File: config.mk
export PLATFORM = sky130hd
export DESIGN_NAME = cnms_scan_ctrl
export DESIGN_NICKNAME = d
export VERILOG_FILES = /design/src/design/cnms_pkg.sv /design/src/design/cnms_scan_ctrl.sv
export SDC_FILE = /design/constraint.sdc
export NUM_CORES = 1
export LEC_CHECK = 0
export CAP_MARGIN = 0
export CORE_MARGIN = 2
export CORE_UTILIZATION = 40
export CTS_CLUSTER_SIZE = 28
export DETAILED_ROUTE_END_ITERATION = 7
export DONT_BUFFER_PORTS = 1
export PLACE_DENSITY = 0.59
export RECOVER_POWER = 50
export SYNTH_ARGS = -nofsm -noshare
export SYNTH_HDL_FRONTEND = slang
export SYNTH_SLANG_ARGS = --single-unit
export TNS_END_PERCENT = 10
File: constraint.sdc
create_clock -name clk -period 6.9 [get_ports clk]
set_clock_uncertainty 0.15 [all_clocks]
set_input_delay 0.69 -clock clk [delete_from_list [all_inputs] [get_ports clk]]
set_output_delay 0.69 -clock clk [all_outputs]
set_load 0.005 [all_outputs]
File: src/design/cnms_pkg.sv
// ============================================================================
// cnms_pkg: shared types and constants for canny_nms_double_threshold
// Widths, register indexes, line store entry layout and the angle binning.
// ============================================================================
package cnms_pkg;

    localparam int MAX_WIDTH   = 2048;
    localparam int ADDR_BITS   = $clog2(MAX_WIDTH);
    localparam int MAG_BITS    = 16;
    localparam int ANGLE_BITS  = 16;
    localparam int WIDTH_BITS  = 12;
    localparam int HEIGHT_BITS = 16;
    localparam int THR_BITS    = 16;
    localparam int CFG_DATA_BITS  = 16;
    localparam int CFG_INDEX_BITS = 2;
    localparam int WIN_TAPS    = 9;

    // Register reset values
    localparam logic [WIDTH_BITS-1:0]  WIDTH_RESET  = WIDTH_BITS'(2048);
    localparam logic [HEIGHT_BITS-1:0] HEIGHT_RESET = HEIGHT_BITS'(480);
    localparam logic [THR_BITS-1:0]    LOW_RESET    = THR_BITS'(100);
    localparam logic [THR_BITS-1:0]    HIGH_RESET   = THR_BITS'(200);

    // Smallest legal frame dimension, border included
    localparam logic [WIDTH_BITS-1:0]  WIDTH_MIN  = WIDTH_BITS'(3);
    localparam logic [WIDTH_BITS-1:0]  WIDTH_MAX  = WIDTH_BITS'(MAX_WIDTH);
    localparam logic [HEIGHT_BITS-1:0] HEIGHT_MIN = HEIGHT_BITS'(3);

    // pi/8 in the angle format where pi = 2^(ANGLE_BITS-1)
    localparam logic [ANGLE_BITS-2:0] EIGHTH_PI = (ANGLE_BITS-1)'(1 << (ANGLE_BITS - 4));

    typedef logic [MAG_BITS-1:0]  mag_t;
    typedef logic [1:0]           dir_t;
    typedef logic [ADDR_BITS-1:0] addr_t;

    // Direction bins
    localparam dir_t DIR_HORIZ = 2'd0;
    localparam dir_t DIR_DIAG_DOWN_RIGHT = 2'd1;
    localparam dir_t DIR_VERT  = 2'd2;
    localparam dir_t DIR_DIAG_DOWN_LEFT = 2'd3;

    typedef enum logic [CFG_INDEX_BITS-1:0] {
        REG_IMAGE_WIDTH  = 2'd0,
        REG_IMAGE_HEIGHT = 2'd1,
        REG_LOW_THR      = 2'd2,
        REG_HIGH_THR     = 2'd3
    } cfg_reg_t;

    // One column of the line stores
    typedef struct packed {
        mag_t upper;
        mag_t middle;
        dir_t dir;
    } line_entry_t;

    // Scan position flags of one pixel
    typedef struct packed {
        logic produce;
        logic last_col;
    } scan_info_t;

    // Fold to 0..pi, add pi/8, wrap modulo pi, take the top two bits
    function automatic dir_t quantize_angle(input logic [ANGLE_BITS-1:0] raw);
        logic [ANGLE_BITS-2:0] t;
        t = raw[ANGLE_BITS-2:0] + EIGHTH_PI;
        return t[ANGLE_BITS-2 -: 2];
    endfunction

endpackage

File: src/design/cnms_scan_ctrl.sv
// ============================================================================
// cnms_scan_ctrl: configuration registers and raster position
// Holds the four registers and the column and row counters, and flags each
// accepted pixel with whether it yields a result and whether it ends a row.
// ============================================================================
module cnms_scan_ctrl
(
    input  logic                                   clk,
    input  logic                                   rst_n,
    input  logic                                   wr_en,
    input  logic [cnms_pkg::CFG_INDEX_BITS-1:0]    wr_index,
    input  logic [cnms_pkg::CFG_DATA_BITS-1:0]     wr_data,
    input  logic                                   advance,
    output cnms_pkg::addr_t                        col,
    output cnms_pkg::scan_info_t                   info,
    output logic [cnms_pkg::THR_BITS-1:0]          low_thr,
    output logic [cnms_pkg::THR_BITS-1:0]          high_thr
);
    import cnms_pkg::*;

    logic [WIDTH_BITS-1:0]  width_reg;
    logic [HEIGHT_BITS-1:0] height_reg;
    logic [THR_BITS-1:0]    low_reg;
    logic [THR_BITS-1:0]    high_reg;
    addr_t                  col_reg, col_next;
    logic [HEIGHT_BITS-1:0] row_reg, row_next;
    logic [WIDTH_BITS-1:0]  width_eff;
    logic [WIDTH_BITS-1:0]  col_last;
    logic [HEIGHT_BITS-1:0] row_last;
    logic                   last_col;

    // Write configuration registers
    always_ff @(posedge clk or negedge rst_n)
    begin
        if (!rst_n)
        begin
            width_reg  <= WIDTH_RESET;
            height_reg <= HEIGHT_RESET;
            low_reg    <= LOW_RESET;
            high_reg   <= HIGH_RESET;
        end
        else if (wr_en)
        begin
            unique case (cfg_reg_t'(wr_index))
                REG_IMAGE_WIDTH:  width_reg  <= wr_data[WIDTH_BITS-1:0];
                REG_IMAGE_HEIGHT: height_reg <= wr_data[HEIGHT_BITS-1:0];
                REG_LOW_THR:      low_reg    <= wr_data[THR_BITS-1:0];
                REG_HIGH_THR:     high_reg   <= wr_data[THR_BITS-1:0];
                default: ;
            endcase
        end
    end

    // Clamp the frame size to its legal range
    always_comb
    begin
        priority if (width_reg < WIDTH_MIN)
            width_eff = WIDTH_MIN;
        else if (width_reg > WIDTH_MAX)
            width_eff = WIDTH_MAX;
        else
            width_eff = width_reg;
        col_last = width_eff - WIDTH_BITS'(1);
        if (height_reg < HEIGHT_MIN)
            row_last = HEIGHT_MIN - HEIGHT_BITS'(1);
        else
            row_last = height_reg - HEIGHT_BITS'(1);
    end

    assign last_col = ({1'b0, col_reg} >= col_last);

    // Advance the raster position
    always_comb
    begin
        col_next = col_reg;
        row_next = row_reg;
        if (last_col)
        begin
            col_next = '0;
            row_next = (row_reg >= row_last) ? '0 : row_reg + HEIGHT_BITS'(1);
        end
        else
        begin
            col_next = col_reg + ADDR_BITS'(1);
        end
    end

    always_ff @(posedge clk or negedge rst_n)
    begin
        if (!rst_n)
        begin
            col_reg <= '0;
            row_reg <= '0;
        end
        else if (advance)
        begin
            col_reg <= col_next;
            row_reg <= row_next;
        end
    end

    assign col           = col_reg;
    assign info.produce  = (col_reg >= ADDR_BITS'(2)) && (row_reg >= HEIGHT_BITS'(2));
    assign info.last_col = last_col;
    assign low_thr       = low_reg;
    assign high_thr      = high_reg;

    // A row end always sends the column back to zero
    assert property (@(posedge clk) disable iff (!rst_n)
        advance && last_col |=> col_reg == '0)
        else $error("column counter did not wrap at row end");

    // Between two pixels the column either steps by one or restarts
    assert property (@(posedge clk) disable iff (!rst_n)
        advance && !last_col |=> col_reg == $past(col_reg) + ADDR_BITS'(1))
        else $error("column counter skipped");

    // The row count only moves at a row end
    assert property (@(posedge clk) disable iff (!rst_n)
        advance && !last_col |=> $stable(row_reg))
        else $error("row counter moved inside a row");

endmodule

Word level (Yosys, flattened, before mapping)

Cells that the tools add are included.
Widths: inputs -> output; s select.

Bits in registers: 87
Output and inout port bits: 45
Word-level logic and storage cells: 32

$add $sub $neg: 4
$lt $le $gt $ge: 7
Equal/unequal tests: 3
Multiplexer cells: 5
Reductions and logical operators: 7

Operator list:

| operator              | number |
|---|---|
| $mux 16               | 2 |
| $mux 12               | 2 |
| $add 16x1->16 const B | 1 |
| $ge 16x16->1          | 1 |
| $ge 16x2->1 const B   | 1 |
| $lt 16x2->1 const B   | 1 |
| $sub 16x1->16 const B | 1 |
| $ge 11x12->1          | 1 |
| $gt 12x12->1 const B  | 1 |
| $lt 12x2->1 const B   | 1 |
| $sub 12x1->12 const B | 1 |
| $add 11x1->11 const B | 1 |
| $ge 11x2->1 const B   | 1 |
| $mux 11               | 1 |
| $reduce_and 2->1      | 5 |
| $eq 2x2->1 const B    | 2 |
| $eq 2x1->1 const B    | 1 |
| $logic_not 2->1       | 1 |
| $logic_and 1x1->1     | 1 |

Longest topological paths before layout

Depth in word-level cells: 6
Gate-level depth with buffers: 17
Gate-level depth less buffers: 15

Least setup slack after synthesis

No wires, ideal clock.

Kind: flip-flop to output port
Start: reg width_reg[5]
End: out info[0] (netlist name)
Arrival time: 2.998 ns
Required time: 6.060 ns
Setup slack: 3.062 ns
Stages on the path, launching flop included: 16
Path through: dfrtp_1 > nor4_4 > nand2_1 > nor4_4 > o21ai_0 > ha_1 > clkbuf_1 > nand3_1 > o21ai_0 > a21o_1 > ha_1 > o21ai_0 > o21ai_1 > a21oi_4 > nor2_2 > buf_4

Word-level cells in the longest chain between the ends: 5

Ends and longest elaborated chain:

| what                   | RTL line             | source |
|---|---|---|
| from (decl)            | cnms_scan_ctrl.sv:21 | `logic [WIDTH_BITS-1:0] width_reg;` |
| from (signal assigned) | cnms_scan_ctrl.sv:45 | `REG_IMAGE_WIDTH: width_reg <= wr_data[WIDTH_BITS-1:0];` |
| $gt 12x12->1           | cnms_scan_ctrl.sv:59 | `else if (width_reg > WIDTH_MAX)` |
| $mux 12                | cnms_scan_ctrl.sv:59 |  |
| $mux 12 (*)            | cnms_scan_ctrl.sv:57 | `priority if (width_reg < WIDTH_MIN)` |
| $sub 12x1->12 (*)      | cnms_scan_ctrl.sv:63 | `col_last = width_eff - WIDTH_BITS'(1);` |
| $ge 11x12->1 (*)       | cnms_scan_ctrl.sv:70 | `assign last_col = ({1'b0, col_reg} >= col_last);` |
| to (decl)              | cnms_scan_ctrl.sv:15 | `output cnms_pkg::scan_info_t info,` |

Mark *: on every way between the ends. The rest lies on a longest branch, timed or not.

==> metrics.log <==
INFO  metric grt_max_degree = 77
INFO  metric synth.distinct_cells = between 60 and 70
INFO  metric postRouteAntennaNets = 0
INFO  metric drt-vias-per-instance = 5.58
INFO  metric cpPeakStageDelay = 440 ps
INFO  metric final_layout_size_suffix_gt1_share = 22.7%
INFO  metric syn_nets = 517
INFO  metric ctsLongestPathBuffers = 2
INFO  metric place.gp.congestion = between 0.8 and 0.9
INFO  metric finish.net_count = 517
INFO  metric ffs_w_async_s_r_synth = 100%
INFO  metric floorplan.initialDensity = 41.2%
INFO  metric crit_path_cell_trace = nor4_4 > nand2_1 > nor4_4 > o21ai_0 > ha_1 > nand3_1 > a32oi_1 > ha_1 > a2111oi_0 > o21ai_1 > a21oi_4 > nor2_2
INFO  metric result_of_the_run = complete, but fails checks
INFO  metric timing.final.max_slew_violations = 77
INFO  metric timing_worst_slew_pin_value = around 4100 ps
INFO  metric worstSetupStartpointType = flop
INFO  metric cts_htree_levels = 3
INFO  metric synth-seq-cells = 87
INFO  metric area.growth.synth_to_final = 9.48%
INFO  metric cts_root_buffer = sky130_fd_sc_hd__clkbuf_16
INFO  metric boundary_pins = 67
INFO  metric syn-instance-count = ~460
INFO  metric cell_family_with_the_largest_share_of_critical_path_delay = compound AO/OA/AOI/OAI gates
INFO  metric post_layout_nonfiller_instances = around 630
INFO  metric grt_use_total = 17.9%
INFO  metric post-route-period-util = 64.4%
INFO  metric post_synthesis_cell_type_with_the_largest_combined_area = sky130_fd_sc_hd__dfrtp_1
INFO  metric detail_route.wl_per_cell = 17.5 um
INFO  metric grt_first_pass_wirelength = 18.7 mm
INFO  metric post_synth_main_area_contributors = sky130_fd_sc_hd__dfrtp_1 38%, sky130_fd_sc_hd__mux2_2 13%, sky130_fd_sc_hd__ha_1 8.5%
INFO  metric synth-edff-count = 0
INFO  metric final_core_utilization = a little under half
INFO  metric grt_setup_unrepaired = no
INFO  metric synthesis.yosys.warnings = 0
INFO  metric first_global_vias = roughly 3.6k
INFO  metric buffers_inverters_on_critical_path = 0
INFO  metric setup_ws = ~2500 ps
INFO  metric p_per_area = 283 nW/um^2
INFO  metric placement_rows = 40
INFO  metric die_w = 116 um
INFO  metric failed_checks = capacitance limit, slew limit
INFO  metric synth_top_area_share = 38.1%
INFO  metric skew_pair_late_insertion_delay = around 340 ps
INFO  metric detail_route.drc_violations = 0
INFO  metric worstHoldPathType = primary input to async pin
INFO  metric portBuffers = 0
INFO  metric fp.dieArea = 13400 sq um
INFO  metric maxCapViolCount = 1
INFO  metric yosysSeqAreaShare = between 40% and 50%
INFO  metric cp-end-kind = output port
INFO  metric synth_area = 4990 sq um
INFO  metric layout_min_cycle_time = around 4400 ps
INFO  metric crit_required = 6060 ps
INFO  metric route.final.wire_length = about 11 mm
INFO  metric floorplan.core_area = 12100 sq um
INFO  metric syn_avg_cell_area = 10.8 sq um
INFO  metric critical_path.max_fanout = 10
INFO  metric critical-path-slowest-cell = sky130_fd_sc_hd__dfrtp_1
INFO  metric worst_setup_hold_path_clk_slew = roughly 60 ps
INFO  metric post-synth-top-count-cell = sky130_fd_sc_hd__dfrtp_1
INFO  metric die_h = 116 um
INFO  metric cp_data_arrival_time = 3600 ps
INFO  metric antenna_violations_before_repair = 0
INFO  metric tns = 0 ps
INFO  metric ir_drop = 0.000271 V
INFO  metric tritoncts.num_buffers = 9
INFO  metric dp_cells = around 620
INFO  metric drc_violation_total_after_the_first_tritonroute_iteration = 187
INFO  metric static-leakage-power = 2.31 nW
INFO  metric via_count = 3540
INFO  metric drt_first_pass_iters = 4
INFO  metric yosys_most_used_dff = sky130_fd_sc_hd__dfrtp_1
INFO  metric ff2ff_setup_slack = 2640 ps
INFO  metric clkSinkCount = 87
INFO  metric post_cts.resized_instances = 0
INFO  metric antenna-diode-count = 0
INFO  metric worst_slew_margin_rel = -172%
INFO  metric synth.cells.most_frequent = 76 x sky130_fd_sc_hd__dfrtp_1, 59 x sky130_fd_sc_hd__mux2_2, 34 x sky130_fd_sc_hd__ha_1, 34 x sky130_fd_sc_hd__nand2_1, 32 x sky130_fd_sc_hd__nor2_1
INFO  metric tritoncts = built
INFO  metric place_worst_setup_slack = 2660 ps
INFO  metric grt_overflow_total = 0
INFO  metric fmax = 225 MHz
INFO  metric timing_worst_setup_path_type = flop to output port
INFO  metric hold_viol = 0
INFO  metric setup-violations-final = 0
INFO  metric final_hpwl_from_detailed_placement = around 8.0 mm
## what timing repair did
| action | 4_1_cts | 5_1_grt |
|---|---|---|
| hold buffers | 1 | 0 |
| setup buffers | 0 | 0 |
| hold endpoints to repair | 76 | 0 |
## final timing paths
| check | startpoint | to | depth (start not counted) |
|---|---|---|---|
| setup / recovery | width_reg[4]$_DFFE_PN0P_ | info[0] | 12 |
| hold / removal | rst_n | height_reg[8]$_DFFE_PN1P_ | 0 |
| setup reg to reg | width_reg[4]$_DFFE_PN0P_ | row_reg[3]$_DFFE_PN0P_ | 15 |
| hold reg to reg | low_thr[10]$_DFFE_PN0P_ | low_thr[10]$_DFFE_PN0P_ | 1 |
| max in group asynchronous | rst_n | height_reg[12]$_DFFE_PN0P_ | 1 |
| min in group clk | wr_data[11] | width_reg[11]$_DFFE_PN1P_ | 2 |
## power by group
part           total (W)  switching (W)  internal (W)
Sequential      0.000717       0.000114      0.000603
Combinational   0.000331       0.000162      0.000169
Clock           0.000499       0.000205      0.000294
## placed cells by master (no fill, tap or decap), drive strengths merged, types with 3 or more instances in the layout
cell      n
dfrtp    76
mux2     59
nand2    36
ha       34
nor2     34
o21ai    33
nand3    21
nor4     15
nor3     12
clkbuf   12
dfstp    11
inv      11
xor2     10
xnor2     9
a21oi     9
and3      7
a22o      6
o21a      6
nor2b     5
o2bb2ai   4
nand4     4
nand2b    4
a21o      3
nand3b    3
o31ai     3
and4      3
a221o     3
o31a      3
## cell type report
cell class                 instances  area [sq um]
fill                            1176          6650
inverter                           9          33.8
tap                              168           210
multi-input combinational        353          2720
sequential                        87          2190
clock buffer                      11           243
clock inverter                     5          63.8
timing repair buffer               1          3.75
## per-stage QoR
step                cell area, sq um  total power (W)  hold slack, ps
floorplan                       4990         0.000963             244
global placement                5150          0.00103             250
detailed placement              5150          0.00105             250
CTS                             5490          0.00157            26.5
global route                    5460          0.00165            13.2
finish                          5460          0.00155            42.1
## per-layer routing
| metal | up-vias | GRT usage, % | wire length, um |
|---|---|---|---|
| li1 | 1710 | - | - |
| met1 | 1713 | 24.5 | 5190 |
| met2 | 103 | 26.9 | 4940 |
| met3 | 14 | 6.43 | 781 |
| met4 | 0 | 5.56 | 167 |
| met5 | - | 0 | 0 |
## cells by family (layout without fill, tap and decap cells)
logic type	count (synthesis)	after routing	share of synthesized area, %
AND/OR/NAND/NOR	153	153	16.9
buffers and inverters	21	26	1.73
adder cells (fa/ha/maj)	34	34	8.53
AO/OA/AOI/OAI	88	88	12.3
XOR/XNOR	19	19	3.34
flip-flops	87	87	43.9
multiplexers	59	59	13.3
Power figures use the tool's default switching activity.
