### src/design/cnms_pkg.sv
// ============================================================================
// cnms_pkg: shared types and constants for canny_nms_double_threshold
// Widths, register indexes, line store entry layout and the angle binning.
// ============================================================================
package cnms_pkg;

    localparam int MAX_WIDTH   = 2048;
    localparam int ADDR_BITS   = $clog2(MAX_WIDTH);
    localparam int MAG_BITS    = 16;
    localparam int ANGLE_BITS  = 16;
    localparam int WIDTH_BITS  = 12;
    localparam int HEIGHT_BITS = 16;
    localparam int THR_BITS    = 16;
    localparam int CFG_DATA_BITS  = 16;
    localparam int CFG_INDEX_BITS = 2;
    localparam int WIN_TAPS    = 9;

    // Register reset values
    localparam logic [WIDTH_BITS-1:0]  WIDTH_RESET  = WIDTH_BITS'(2048);
    localparam logic [HEIGHT_BITS-1:0] HEIGHT_RESET = HEIGHT_BITS'(480);
    localparam logic [THR_BITS-1:0]    LOW_RESET    = THR_BITS'(100);
    localparam logic [THR_BITS-1:0]    HIGH_RESET   = THR_BITS'(200);

    // Smallest legal frame dimension, border included
    localparam logic [WIDTH_BITS-1:0]  WIDTH_MIN  = WIDTH_BITS'(3);
    localparam logic [WIDTH_BITS-1:0]  WIDTH_MAX  = WIDTH_BITS'(MAX_WIDTH);
    localparam logic [HEIGHT_BITS-1:0] HEIGHT_MIN = HEIGHT_BITS'(3);

    // pi/8 in the angle format where pi = 2^(ANGLE_BITS-1)
    localparam logic [ANGLE_BITS-2:0] EIGHTH_PI = (ANGLE_BITS-1)'(1 << (ANGLE_BITS - 4));

    typedef logic [MAG_BITS-1:0]  mag_t;
    typedef logic [1:0]           dir_t;
    typedef logic [ADDR_BITS-1:0] addr_t;

    // Direction bins
    localparam dir_t DIR_HORIZ = 2'd0;
    localparam dir_t DIR_DIAG_DOWN_RIGHT = 2'd1;
    localparam dir_t DIR_VERT  = 2'd2;
    localparam dir_t DIR_DIAG_DOWN_LEFT = 2'd3;

    typedef enum logic [CFG_INDEX_BITS-1:0] {
        REG_IMAGE_WIDTH  = 2'd0,
        REG_IMAGE_HEIGHT = 2'd1,
        REG_LOW_THR      = 2'd2,
        REG_HIGH_THR     = 2'd3
    } cfg_reg_t;

    // One column of the line stores
    typedef struct packed {
        mag_t upper;
        mag_t middle;
        dir_t dir;
    } line_entry_t;

    // Scan position flags of one pixel
    typedef struct packed {
        logic produce;
        logic last_col;
    } scan_info_t;

    // Fold to 0..pi, add pi/8, wrap modulo pi, take the top two bits
    function automatic dir_t quantize_angle(input logic [ANGLE_BITS-1:0] raw);
        logic [ANGLE_BITS-2:0] t;
        t = raw[ANGLE_BITS-2:0] + EIGHTH_PI;
        return t[ANGLE_BITS-2 -: 2];
    endfunction

endpackage

### src/design/cnms_window_eval.sv
// ============================================================================
// cnms_window_eval: 3x3 window and edge decision
// Shifts the line store column into the window, then applies non-maximum
// suppression along the binned direction and the double threshold.
// ============================================================================
module cnms_window_eval
(
    input  logic                          clk,
    input  logic                          rst_n,
    input  logic                          shift_en,
    input  cnms_pkg::line_entry_t         col_entry,
    input  cnms_pkg::mag_t                new_mag,
    input  logic [cnms_pkg::THR_BITS-1:0] low_thr,
    input  logic [cnms_pkg::THR_BITS-1:0] high_thr,
    output logic                          edge_next
);
    import cnms_pkg::*;

    // Taps indexed row*3+col, row 0 top, col 0 oldest
    mag_t win_reg  [WIN_TAPS];
    mag_t win_next [WIN_TAPS];
    dir_t cdir_reg [2];
    dir_t bin;
    mag_t cen, fwd, bwd;
    logic kept, strong_near;

    // Shift window left and load the new column
    always_comb
    begin
        for (int k = 0; k < 3; k++)
        begin
            win_next[k*3 + 0] = win_reg[k*3 + 1];
            win_next[k*3 + 1] = win_reg[k*3 + 2];
        end
        win_next[2] = col_entry.upper;
        win_next[5] = col_entry.middle;
        win_next[8] = new_mag;
    end

    always_ff @(posedge clk or negedge rst_n)
    begin
        if (!rst_n)
        begin
            for (int k = 0; k < WIN_TAPS; k++)
            begin
                win_reg[k] <= '0;
            end
            cdir_reg[0] <= '0;
            cdir_reg[1] <= '0;
        end
        else if (shift_en)
        begin
            for (int k = 0; k < WIN_TAPS; k++)
            begin
                win_reg[k] <= win_next[k];
            end
            cdir_reg[0] <= cdir_reg[1];
            cdir_reg[1] <= col_entry.dir;
        end
    end

    // Pick forward and backward neighbors of the center
    assign bin = cdir_reg[1];
    assign cen = win_next[4];

    always_comb
    begin
        unique case (bin)
            DIR_HORIZ:
            begin
                fwd = win_next[5];
                bwd = win_next[3];
            end
            DIR_DIAG_DOWN_RIGHT:
            begin
                fwd = win_next[8];
                bwd = win_next[0];
            end
            DIR_VERT:
            begin
                fwd = win_next[7];
                bwd = win_next[1];
            end
            default:
            begin
                fwd = win_next[6];
                bwd = win_next[2];
            end
        endcase
    end

    // Check neighbors against the strong threshold
    always_comb
    begin
        strong_near = 1'b0;
        for (int k = 0; k < WIN_TAPS; k++)
        begin
            if (k != 4 && win_next[k] > high_thr)
            begin
                strong_near = 1'b1;
            end
        end
    end

    assign kept      = (cen >= fwd) && (cen > bwd);
    assign edge_next = kept && ((cen > high_thr) || ((cen > low_thr) && strong_near));

endmodule

### config.mk
export PLATFORM = sky130hd
export DESIGN_NAME = cnms_window_eval
export DESIGN_NICKNAME = d
export VERILOG_FILES = /design/src/design/cnms_pkg.sv /design/src/design/cnms_window_eval.sv
export SDC_FILE = /design/constraint.sdc
export NUM_CORES = 1
export LEC_CHECK = 0
export ABC_AREA = 1
export BUFFER_PORTS_ARGS = -buffer_cell sky130_fd_sc_hd__buf_4
export CORE_MARGIN = 1
export CORE_UTILIZATION = 45
export DETAILED_ROUTE_END_ITERATION = 10
export SYNTH_ARGS = -nofsm -noshare
export SYNTH_HDL_FRONTEND = slang
export SYNTH_SLANG_ARGS = --single-unit
export TNS_END_PERCENT = 10
### constraint.sdc
create_clock -name clk -period 4.2 [get_ports clk]
set_clock_uncertainty 0.05 [all_clocks]
set_input_delay 0.21 -clock clk [delete_from_list [all_inputs] [get_ports clk]]
set_output_delay 0.21 -clock clk [all_outputs]
set_load 0.01 [all_outputs]
# Yosys cells after proc, flatten, opt, wreduce, memory -nomap -nowiden
# Cells that the tools add are included.
# op_classes
reduce_logical	5
muxes	10
eq_ne	2
magnitude_cmp	12
# ops
cell	count
greater-than comparator 16 bit	11
one-hot mux 16 bit (3 select lines)	2
greater-or-equal comparator 16 bit	1
2-to-1 mux 1 bit	8
logical AND 1 bit	3
equality test 2 x 1 -> 1 bit, second input constant	1
equality test 2 bit, second input constant	1
logical NOT 2 bit	1
logical OR 1 bit	1
# totals
regBits	98
wordCells	36

# Longest topological paths before layout
# Gate-level depths: netlist of run 1.
# logic_depth
word_depth	12
ltp_mapped	19

# Worst setup path before layout of run 1
# OpenSTA, ideal clock, no wires.
# synth_path
path_type	flip-flop to output port
from	reg cdir_reg (netlist bit bin[1])
to	out edge_next
t_required_ns	3.940
stages_incl_launch_ff	16
path_slack_ns	1.814
arrival_time_ns	2.126
path_cell_list	dfrtp_1 buf_4 nor2_2 buf_2 nand2_1 o211ai_1 o21ai_1 ha_1 nand2_1 inv_1 nand3_1 nor3_1 nand3_1 nand3_1 nand3_1 a21oi_2
# synth_between
elab_chain_len	5
word_cells_on_any_way	9
cone_classes	order compare (2); eq/ne (2); mux (2); reduce/logical (3)
# synth_rtl
element	line_no	source
from (decl)	cnms_window_eval.sv:22	dir_t cdir_reg [2];
equality test 2 bit, or another cell as far along	cnms_window_eval.sv:68	unique case (bin)
one-hot mux 16 bit (3 select lines)	cnms_window_eval.sv:68	
greater-or-equal comparator 16 bit or greater-than comparator 16 bit (tied branches)	cnms_window_eval.sv:105	assign kept = (cen >= fwd) && (cen > bwd);
logical AND 1 bit (*)	cnms_window_eval.sv:105	
logical AND 1 bit (*)	cnms_window_eval.sv:106	assign edge_next = kept && ((cen > high_thr) || ((cen > low_thr) && strong_near));
to (decl)	cnms_window_eval.sv:15	output logic edge_next
# Every way passes the cells marked *; elsewhere a longest branch is shown, timed or not.

# Worst setup path in the final report of run 1
# layout_path
from	reg cdir_reg (netlist bit bin[0])
to	out edge_next
# The elaborated chain is that of the path after synthesis.

==> run_results.csv, run 1 <==
group,metric,value,unit
outcome,status,"finished with violations",
outcome,violations,"DRC",
hold_path,holdPathEnd,"win_next[16]",
power,power_density,314.8,nW/um2
synth,synth-async-reset-ratio,1.000,
place,placed_cells,1501,
hold_path,min_from,"new_mag[0]",
floorplan,fp.dieH,142.5,um
setup_path,reg2reg_depth,3,
global_route,grt_pass1_wl,39570,um
place,portBuffers,85,
setup_path,cp_cell_sequence,"buf_4 > nor2_1 > inv_2 > o22ai_1 > a21oi_1 > nand2_1 > o21ai_1 > inv_1 > ha_1 > nor2_1 > nor2_1 > o21ai_1 > nand3_1 > o211ai_1 > nand2_1 > nand3_1 > nand3_1 > a21oi_2 > buf_4",
synth,ys_warn_count,0,
setup_path,cp-start-kind,"register",
timing,tightest_slew,1.150,ns
final_layout,synthToLayoutAreaGrowth,13.65,%
global_route,grtUsageTotal,0.2574,
clocking,cts_num_sinks,98,
timing,setup_tns,0,ns
clocking,cts_buffers,9,
global_route,grt_overflow,0,
final_layout,final_nets,1525,
synth,postSynthCellCount,1178,
synth,synth_edf_count,0,
synth,ys_types,33,
synth,synth_most_common_cell,"nand2_1",
timing,period_minus_slack,3.644,ns
global_route,grt_max_degree,128,
detailed_routing,vias,7972,
setup_path,path_class,"reg -> out",
detailed_routing,wl_per_cell,16.20,um
synth,mappedNetlistArea,8880,um2
detailed_routing,first_pass_iters,8,
final_layout,n_fill_cell,1965,
setup_path,crit_buf_inv,4,
power,p_leak,5.218,nW
clocking,cts_root_buffer,"clkbuf_16",
timing,finalCritPeriodShare,0.8676,
detailed_routing,routed_wl,24580,um
setup_path,regToRegEndpoint,"bin[0]",
synth,synth_top_area_frac,0.2762,
floorplan,row_count,51,
power,ir_drop,0.2147,mV
final_layout,n_antenna_cell,0,
clocking,htree_levels,3,
detailed_routing,route.detailed.drc,2,
clocking,path_clk_slew,0.07,ns
floorplan,core_area,19400,um2
synth,synth_largest_area_cell,"dfrtp_1",
synth,ys_ff_latch,98,
setup_path,crit_path_end_kind,"output port",
timing,rsz0062_at_grt,"no",
setup_path,reg2reg_from,"bin[0]",
synth,synthesis.area_per_instance,7.538,um2
global_route,grt_pass1_vias,7540,
setup_path,path_depth,19,
setup_path,critPathRequiredTime,3.94,ns
timing,finalHoldViolCount,0,
setup_path,critical-path-top-delay-family,"buffers and inverters",
setup_path,slowest_delay,0.64,ns
synth,yosys-top-cells-count,"268 x nand2_1, 192 x ha_1, 133 x inv_1",
floorplan,initial_core_util,0.4578,
job,max_cap_viol_count,0,
setup_path,cp.arrival,3.38,ns
clocking,cts_buffer_depth,2,
hold_path,min_path_cells,3,
setup_path,crit_fanout,28,
place,dp_hpwl,19490,um
clocking,clkLatencyLatePin,0.36,ns
final_layout,layout-drive-gt1-share,0.09904,
setup_path,r2r_slack,3.00,ns
detailed_routing,ant_nets,0,
synth,ys_seq_area_frac,0.2762,
floorplan,ios,86,
setup_path,cp_slowest_cell,"dfrtp_1",
final_layout,regArea,2452,um2
final_layout,stdcell_count,1517,
timing,timing.final.max_slew_violations,0,
global_route,antenna_found_initial,0,
final_layout,multi_input_area,5743,um2
synth,yosys_most_used_dff,"dfrtp_1",
floorplan,die_w,142.5,um
floorplan,die-area,20300,um2
detailed_routing,viasPerCell,5.255,
synth,synth_nets,1455,
hold_path,hold_path.class,"in -> reg",
clocking,cts_setup_buffers,0,
synth,ys_top_cells_by_area,"dfrtp_1 28%, ha_1 27%, nand2_1 11%",
timing,fmax,0.2744,GHz
clocking,cts_tree,"done",
timing,slew-limit-headroom,0.2332,
timing,setup_violations,0,
detailed_routing,drt-initial-drc-count,431,
place,routabilityCongestion,0.8683,
-- through the flow --
| step | utilization | setup WS, ns | power, W | cell area (um2) | hold WS (ns) |
|---|---|---|---|---|---|
| floorplan | - | 1.814 | 0.001850 | 8880 | -0.1356 |
| global placement | 0.5023 | 0.9882 | 0.002174 | 9743 | 0.3453 |
| detailed placement | 0.5023 | 0.9025 | 0.002200 | 9743 | 0.3532 |
| CTS | 0.5203 | 0.5073 | 0.003205 | 10090 | 0.002145 |
| global route | 0.5203 | 0.1867 | 0.003423 | 10090 | 0.01107 |
| finish | 0.5203 | 0.5560 | 0.003177 | 10090 | 0.005495 |
-- layer usage --
layer | GRT usage | part of all wire | up-vias
li1 | - | - | 4161
met1 | 0.3610 | 0.49 | 3659
met2 | 0.4254 | 0.46 | 127
met3 | 0.02221 | 0.031 | 25
met4 | 0.06452 | 0.013 | 0
met5 | 0 | 0 | -
-- tightest hold or removal path, cell delays in order --
cell and delay (ns):
buf_4 0.08, nand2_1 0.03, o21ai_0 0.06
-- power by group --
part | switching (W) | internal [W] | leakage [nW]
logic | 0.000628 | 0.000419 | 3.89
registers | 0.0000961 | 0.00104 | 1.17
clock network | 0.000412 | 0.000582 | 0.158
total | 0.00114 | 0.00204 | 5.22
-- logic make-up (layout without fill, tap and decap cells) --
kind of cell             after synthesis  count (layout)  share of synthesized area
AND/OR/NAND/NOR                      400             400                     0.1840
AO/OA/AOI/OAI                        315             315                     0.1922
adder cells (fa/ha/maj)              192             192                     0.2705
buffers and inverters                173             247                    0.07708
flip-flops                            98              98                     0.2762
-- flip-flops by register name, indices dropped and copies added (netlist names) --
signal,cells
win_next,80
bin,2
cen,16
-- cell usage in the layout (no fill, tap or decap), types with 3 or more instances in the layout --
| cell type | instances |
|---|---|
| o21ai_1 | 40 |
| o21a_1 | 6 |
| a21o_1 | 3 |
| nand4_1 | 10 |
| ha_1 | 192 |
| clkbuf_16 | 9 |
| dfrtp_1 | 98 |
| nand2_1 | 268 |
| nor2_1 | 84 |
| buf_4 | 93 |
| inv_2 | 5 |
| o22ai_1 | 9 |
| o2111ai_1 | 4 |
| nor3_1 | 7 |
| nand3_1 | 21 |
| a21oi_1 | 131 |
| bufinv_16 | 3 |
| o21ai_0 | 91 |
| o211ai_1 | 21 |
| inv_1 | 133 |
-- how the worst max path moves through the flow --
| stage | from | to | slack (ns) |
|---|---|---|---|
| 3_3_place_gp | bin[0] | edge_next | 0.99 |
| 6_report | bin[0] | edge_next | 0.56 |
| 3_5_place_dp | bin[0] | edge_next | 0.90 |
| 2_1_floorplan | bin[1] | edge_next | 1.81 |
| 5_1_grt | bin[0] | edge_next | 0.19 |
| 4_1_cts | bin[0] | edge_next | 0.51 |
-- cell type report --
cell class              instances  share of cell area
flip-flops and latches         98              0.2430
inverters                     138             0.05133
repair buffers                 94             0.07017
well taps                     265             0.03285
clock inverters                 6             0.01128
clock buffers                   9             0.02232
multi-input cells             907              0.5691
-- timing repair --
item / CTS / global route
hold buffers: 1 / 0
resized for setup: 0 / 0
setup endpoints to repair: 0 / 0
endpoints found under the hold margin: 67 / 0
Note: power is estimated with default switching activity, not from simulation.
==> run 2, diff against run 1 <==
- CELL_PAD_IN_SITES_DETAIL_PLACEMENT: default -> 0
- CELL_PAD_IN_SITES_GLOBAL_PLACEMENT: default -> 2
- CORE_UTILIZATION: 45 -> 38
- PLACE_DENSITY_LB_ADDON: default -> 0.1
==> run 2 against run 1 <==
The flow now finishes without violations. Largest power group unchanged. Combinational power is essentially flat. Fmax grew 2.6%. Non-clock buffer count unchanged. Sequential share of layout area fell by 0.090 points. Routed wire length up 6.1%. Worst setup slack improved by 0.093 ns. Global-route usage is 2.8 points lower. Critical path type unchanged. Count of clock-buffer cells in the layout rose by 3. Critical endpoint unchanged.
==> run_results.csv, run 2 (synthesis gave the netlist of run 1 again) <==
group,metric,value,unit
global_route,grt_max_degree,158,
clocking,cts_num_sinks,98,
timing,setup_tns,0,ns
outcome,status,"complete, no violations",
final_layout,largest_reg_flops,80,
timing,rsz0062_at_grt,"no",
detailed_routing,viasPerCell,5.045,
timing,period_minus_slack,3.551,ns
final_layout,layout_commonest_cell,"nand2_1",
global_route,grt_pass1_vias,7603,
global_route,grt_pass1_wl,41680,um
final_layout,final_nets,1525,
power,power_density,308.6,nW/um2
clocking,post_cts_resized,0,
clocking,clkLatencyLatePin,0.36,ns
final_layout,n_fill_cell,2353,
floorplan,core_area,22780,um2
setup_path,reg2reg_from,"cen[14]",
place,portBuffers,85,
detailed_routing,route.detailed.drc,0,
floorplan,row_count,55,
clocking,path_clk_slew,0.08,ns
setup_path,crit_path_end_kind,"output port",
detailed_routing,first_pass_iters,4,
floorplan,die_w,154.9,um
detailed_routing,ant_nets,0,
timing,setup_violations,0,
detailed_routing,drt-initial-drc-count,347,
power,p_leak,5.208,nW
clocking,cts_setup_buffers,0,
place,dp_hpwl,20650,um
timing,slew-limit-headroom,0.3115,
timing,finalCritPeriodShare,0.8454,
floorplan,fp.dieH,154.9,um
final_layout,n_antenna_cell,0,
setup_path,crit_fanout,28,
timing,tightest_slew,1.033,ns
final_layout,layout-drive-gt1-share,0.09737,
clocking,cts_buffer_depth,2,
detailed_routing,vias,7900,
setup_path,path_class,"reg -> out",
detailed_routing,wl_per_cell,16.64,um
final_layout,synthToLayoutAreaGrowth,14.08,%
timing,fin_ws,0.6493,ns
floorplan,initial_core_util,0.3898,
setup_path,critPathRequiredTime,3.94,ns
setup_path,cp.arrival,3.29,ns
global_route,antenna_found_initial,0,
place,pre_cts_ws,1.076,ns
timing,fmax,0.2816,GHz
timing,timing.final.max_slew_violations,0,
job,max_cap_viol_count,0,
global_route,grt_overflow,0,
setup_path,cp-start-kind,"register",
timing,finalHoldViolCount,0,
detailed_routing,routed_wl,26070,um
hold_path,min_from,"new_mag[0]",
global_route,grtUsageTotal,0.2294,
setup_path,crit_path_start,"bin[0]",
place,routabilityCongestion,0.7878,
floorplan,die-area,23980,um2
floorplan,ios,86,
clocking,cts_buffers,9,
clocking,htree_levels,3,
clocking,cts_root_buffer,"clkbuf_16",
clocking,cts_tree,"done",
hold_path,hold_path.class,"in -> reg",
power,ir_drop,0.1796,mV
final_layout,layout_common_cells,"268 x nand2_1, 192 x ha_1, 133 x inv_1, 131 x a21oi_1, 98 x dfrtp_1",
[run 2: cell count changes in the layout (fill, tap and decap cells not counted), sizes merged]
cell and delta:
bufinv -1, clkbuf +3, clkinv +1, clkinvlp -1
inv -1
[run 2: area by class of cell]
class | count | area, um2 | share of cell area
Clock buffer | 12 | 236.5 | 0.02334
Clock inverter | 4 | 76.32 | 0.007535
Inverter | 138 | 518.0 | 0.05114
Multi-Input combinational cell | 907 | 5743 | 0.5669
Sequential cell | 98 | 2452 | 0.2421
Tap cell | 313 | 391.6 | 0.03866
Timing Repair Buffer | 94 | 711.9 | 0.07028
[run 2: what timing repair did]
item | 4_1_cts | 5_1_grt
hold endpoints to repair | 15 | 0
setup endpoints to repair | 0 | 0
hold buffers | 1 | 0
[run 2: final timing paths]
path | end | slack (ns) | depth (start not counted)
min reg2reg | win_next[32] | 0.43 | 2
min in group asynchronous | win_next[129] | 0.49 | 2
max in group asynchronous | win_next[138] | 2.65 | 3
max | edge_next | 0.65 | 19
min | win_next[16] | 0.01 | 3
max reg2reg | cen[14] | 3.26 | 2
[run 2: per-stage QoR]
step	hold slack, ns	instances	util	total power [W]	instance area [um2]
after floorplan	-0.1356	1178	-	0.001850	8880
after global placement	0.3694	1549	0.4305	0.002203	9807
after detailed placement	0.3658	1549	0.4305	0.002220	9807
after CTS	0.005122	1566	0.4447	0.003158	10130
after global routing	0.03707	1566	0.4447	0.003374	10130
final	0.01195	1566	0.4447	0.003126	10130
[run 2: report_power, final]
group	internal, W	leakage, nW	switching [W]
clock network	0.000526	0.147	0.000407
logic	0.000418	3.89	0.000637
registers	0.00104	1.17	0.0000982
[run 2: layer usage]
layer / routed length, um / GRT usage / vias to the layer above
li1: - / - / 4162
met1: 13410 / 0.3298 / 3622
met2: 11730 / 0.3698 / 97
met3: 536 / 0.01838 / 19
met4: 394 / 0.05988 / 0
met5: 0 / 0 / -
[run 2: critical path, stage by stage (launching register included)]
cell,delay (ns)
dfrtp_1,0.41
buf_4,0.26
nor2_1,0.09
inv_2,0.45
o22ai_1,0.15
a21oi_1,0.14
nand2_1,0.06
o21ai_1,0.09
inv_2,0.05
ha_1,0.17
inv_1,0.05
a21oi_1,0.05
o21ai_0,0.17
nand2_1,0.07
o211ai_1,0.08
nand2_1,0.07
nand3_1,0.13
nand3_1,0.11
a21oi_2,0.18
buf_4,0.15
==> run 3, diff against run 2 <==
- ABC_AREA: 1 -> 0
- CORE_UTILIZATION: 38 -> 40
- clock period: 4.2 -> 3.5 ns (I/O delays scaled with it)
==> run 3 against run 2 <==
Hold slack better by 0.014 ns. Clock power up 10%. Utilization up 3.3 points. Area after synthesis down 2.0%. Combinational power up 29%. Global-route usage up 0.24 points.
==> run_results.csv, run 3 <==
group,metric,value,unit
setup_path,reg2reg_depth,2,
clocking,cts_root_buffer,"clkbuf_16",
setup_path,crit_buf_inv,5,
setup_path,cp.arrival,3.02,ns
place,placed_area,9744,um2
setup_path,crit_fanout,10,
global_route,grtUsageTotal,0.2318,
power,ir_drop,0.2090,mV
final_layout,layout-drive-gt1-share,0.2813,
place,pre_cts_ws,0.5414,ns
synth,synthesis.area_per_instance,10.81,um2
final_layout,final_nets,1182,
timing,setup_tns,0,ns
synth,synth_most_common_cell,"ha_1",
global_route,grt_max_degree,55,
final_layout,n_antenna_cell,0,
floorplan,die-area,22340,um2
outcome,status,"complete, no violations",
power,power_density,380.3,nW/um2
detailed_routing,vias,6755,
synth,synth-async-reset-ratio,1.000,
synth,postSynthCellCount,805,
floorplan,fp.dieH,149.5,um
timing,period_minus_slack,3.248,ns
floorplan,die_w,149.5,um
clocking,cts_num_sinks,98,
job,max_cap_viol_count,0,
detailed_routing,wl_per_cell,20.49,um
timing,setup_violations,0,
clocking,cts_buffers,9,
place,routabilityCongestion,0.8315,
setup_path,cp_common_cell,"buf_4",
setup_path,path_depth,13,
timing,finalCritPeriodShare,0.9281,
timing,fin_ws,0.2517,ns
setup_path,critical-path-top-delay-family,"buffers and inverters",
floorplan,core_area,21150,um2
synth,synth_nets,1082,
synth,mappedNetlistArea,8700,um2
final_layout,layout_commonest_cell,"ha_1",
setup_path,slowest_delay,0.50,ns
synth,ys_seq_area_frac,0.2819,
hold_path,hold_path.class,"in -> reg",
synth,ys_ff_latch,98,
clocking,cts_tree,"done",
final_layout,synthToLayoutAreaGrowth,16.17,%
setup_path,crit_path_end_kind,"output port",
global_route,grt_overflow,0,
clocking,path_clk_slew,0.07,ns
global_route,grt_pass1_vias,7181,
timing,slew-limit-headroom,0.5637,
final_layout,largest_reg_flops,80,
synth,yosys_most_used_dff,"dfrtp_1",
synth,ys_types,45,
final_layout,stdcell_area,10110,um2
setup_path,cp-start-kind,"register",
power,p_leak,4.789,nW
detailed_routing,drt-initial-drc-count,297,
place,portBuffers,85,
detailed_routing,first_pass_iters,4,
synth,synth_largest_area_cell,"dfrtp_1",
setup_path,cp_slowest_cell,"mux4_2",
global_route,grt_pass1_wl,38830,um
timing,timing.final.max_slew_violations,0,
synth,synth_top_area_frac,0.2819,
timing,rsz0062_at_grt,"no",
detailed_routing,route.detailed.drc,0,
timing,finalHoldViolCount,0,
synth,synth_edf_count,0,
detailed_routing,viasPerCell,5.700,
hold_path,min_path_cells,2,
detailed_routing,ant_nets,0,
setup_path,cp_cell_sequence,"buf_4 > buf_6 > mux4_2 > inv_1 > ha_1 > a21o_1 > a21o_1 > a21oi_1 > o21ai_0 > buf_4 > o221ai_1 > a211oi_2 > buf_4",
timing,tightest_slew,0.6485,ns
floorplan,ios,86,
clocking,cts_buffer_depth,2,
final_layout,layout_common_cells,"192 x ha_1, 100 x buf_4, 97 x dfrtp_1, 92 x mux2_2, 69 x inv_1",
synth,yosys-top-cells-count,"192 x ha_1, 98 x dfrtp_1, 92 x mux2_2",
global_route,antenna_found_initial,0,
floorplan,row_count,53,
setup_path,critPathRequiredTime,3.27,ns
synth,ys_warn_count,0,
timing,fmax,0.3079,GHz
synth,ys_top_cells_by_area,"dfrtp_1 28%, ha_1 28%, mux2_2 12%",
place,dp_hpwl,19590,um
setup_path,path_class,"reg -> out",
floorplan,initial_core_util,0.4112,
clocking,clkLatencyLatePin,0.36,ns
clocking,htree_levels,3,
detailed_routing,routed_wl,24280,um
[run 3: cell types whose count changed in the layout (fill, tap and decap cells not counted), sizes merged, moves of 25 or more]
cell,delta
o21ai,-101
mux2,+92
nor2,-61
mux4,+32
nand4,+25
inv,-69
nand2,-236
a21oi,-68
[run 3: what timing repair did]
| item | in CTS | in global routing |
|---|---|---|
| setup endpoints to repair | 0 | 1 |
| buffers inserted | 0 | 0 |
| hold buffers | 6 | 0 |
| hold endpoints to repair | 49 | 0 |
| resized for setup | 0 | 4 |
[run 3: per-stage QoR]
stage / instances / utilization / power (W) / hold WS [ns]
2_1_floorplan: 805 / - / 0.002337 / -0.1706
3_3_place_gp: 1163 / 0.4606 / 0.002775 / 0.1709
3_5_place_dp: 1163 / 0.4606 / 0.002829 / 0.1812
4_1_cts: 1185 / 0.4771 / 0.003875 / 0.009714
5_1_grt: 1185 / 0.4777 / 0.004115 / 0.02047
6_report: 1185 / 0.4777 / 0.003844 / 0.02621
[run 3: layout make-up]
cell class | count | area, um2
Clock buffer | 11 | 232.7
Inverter | 69 | 259.0
Tap cell | 275 | 344.1
Fill cell | 1965 | 11050
Timing Repair Buffer | 109 | 853.3
Sequential cell | 98 | 2454
Clock inverter | 5 | 55.05
Multi-Input combinational cell | 618 | 5908
[run 3: report_power, final]
part           internal, W  switching, W
Combinational     0.000694      0.000673
Clock             0.000554      0.000479
Sequential         0.00127      0.000173
[run 3: worst paths after layout]
kind                          startpoint            end  slack [ns]
max in group asynchronous          rst_n  win_next[117]        2.35
hold reg to reg                   cen[0]   win_next[80]        0.45
min in group asynchronous          rst_n   win_next[35]        0.31
hold / removal             col_entry[14]        cen[12]        0.03
setup / recovery                  bin[0]      edge_next        0.25
setup reg to reg                  bin[1]         bin[1]        2.36
[run 3: kinds of logic (layout without fill, tap and decap cells)]
| kind of cell | count (synthesis) | after routing | synth area share |
|---|---|---|---|
| AND/OR/NAND/NOR | 152 | 152 | 0.09205 |
| AO/OA/AOI/OAI | 150 | 150 | 0.1083 |
| buffers and inverters | 89 | 194 | 0.03969 |
| adder cells (fa/ha/maj) | 192 | 192 | 0.2761 |
| flip-flops | 98 | 98 | 0.2819 |
| multiplexers | 124 | 124 | 0.2019 |
[run 3: routing by layer]
layer	share of wire	vias up	track usage
met1	0.47	3358	0.3157
met5	0	-	0
li1	-	3270	-
met4	0.012	0	0.06786
met2	0.48	110	0.3891
met3	0.037	17	0.02165
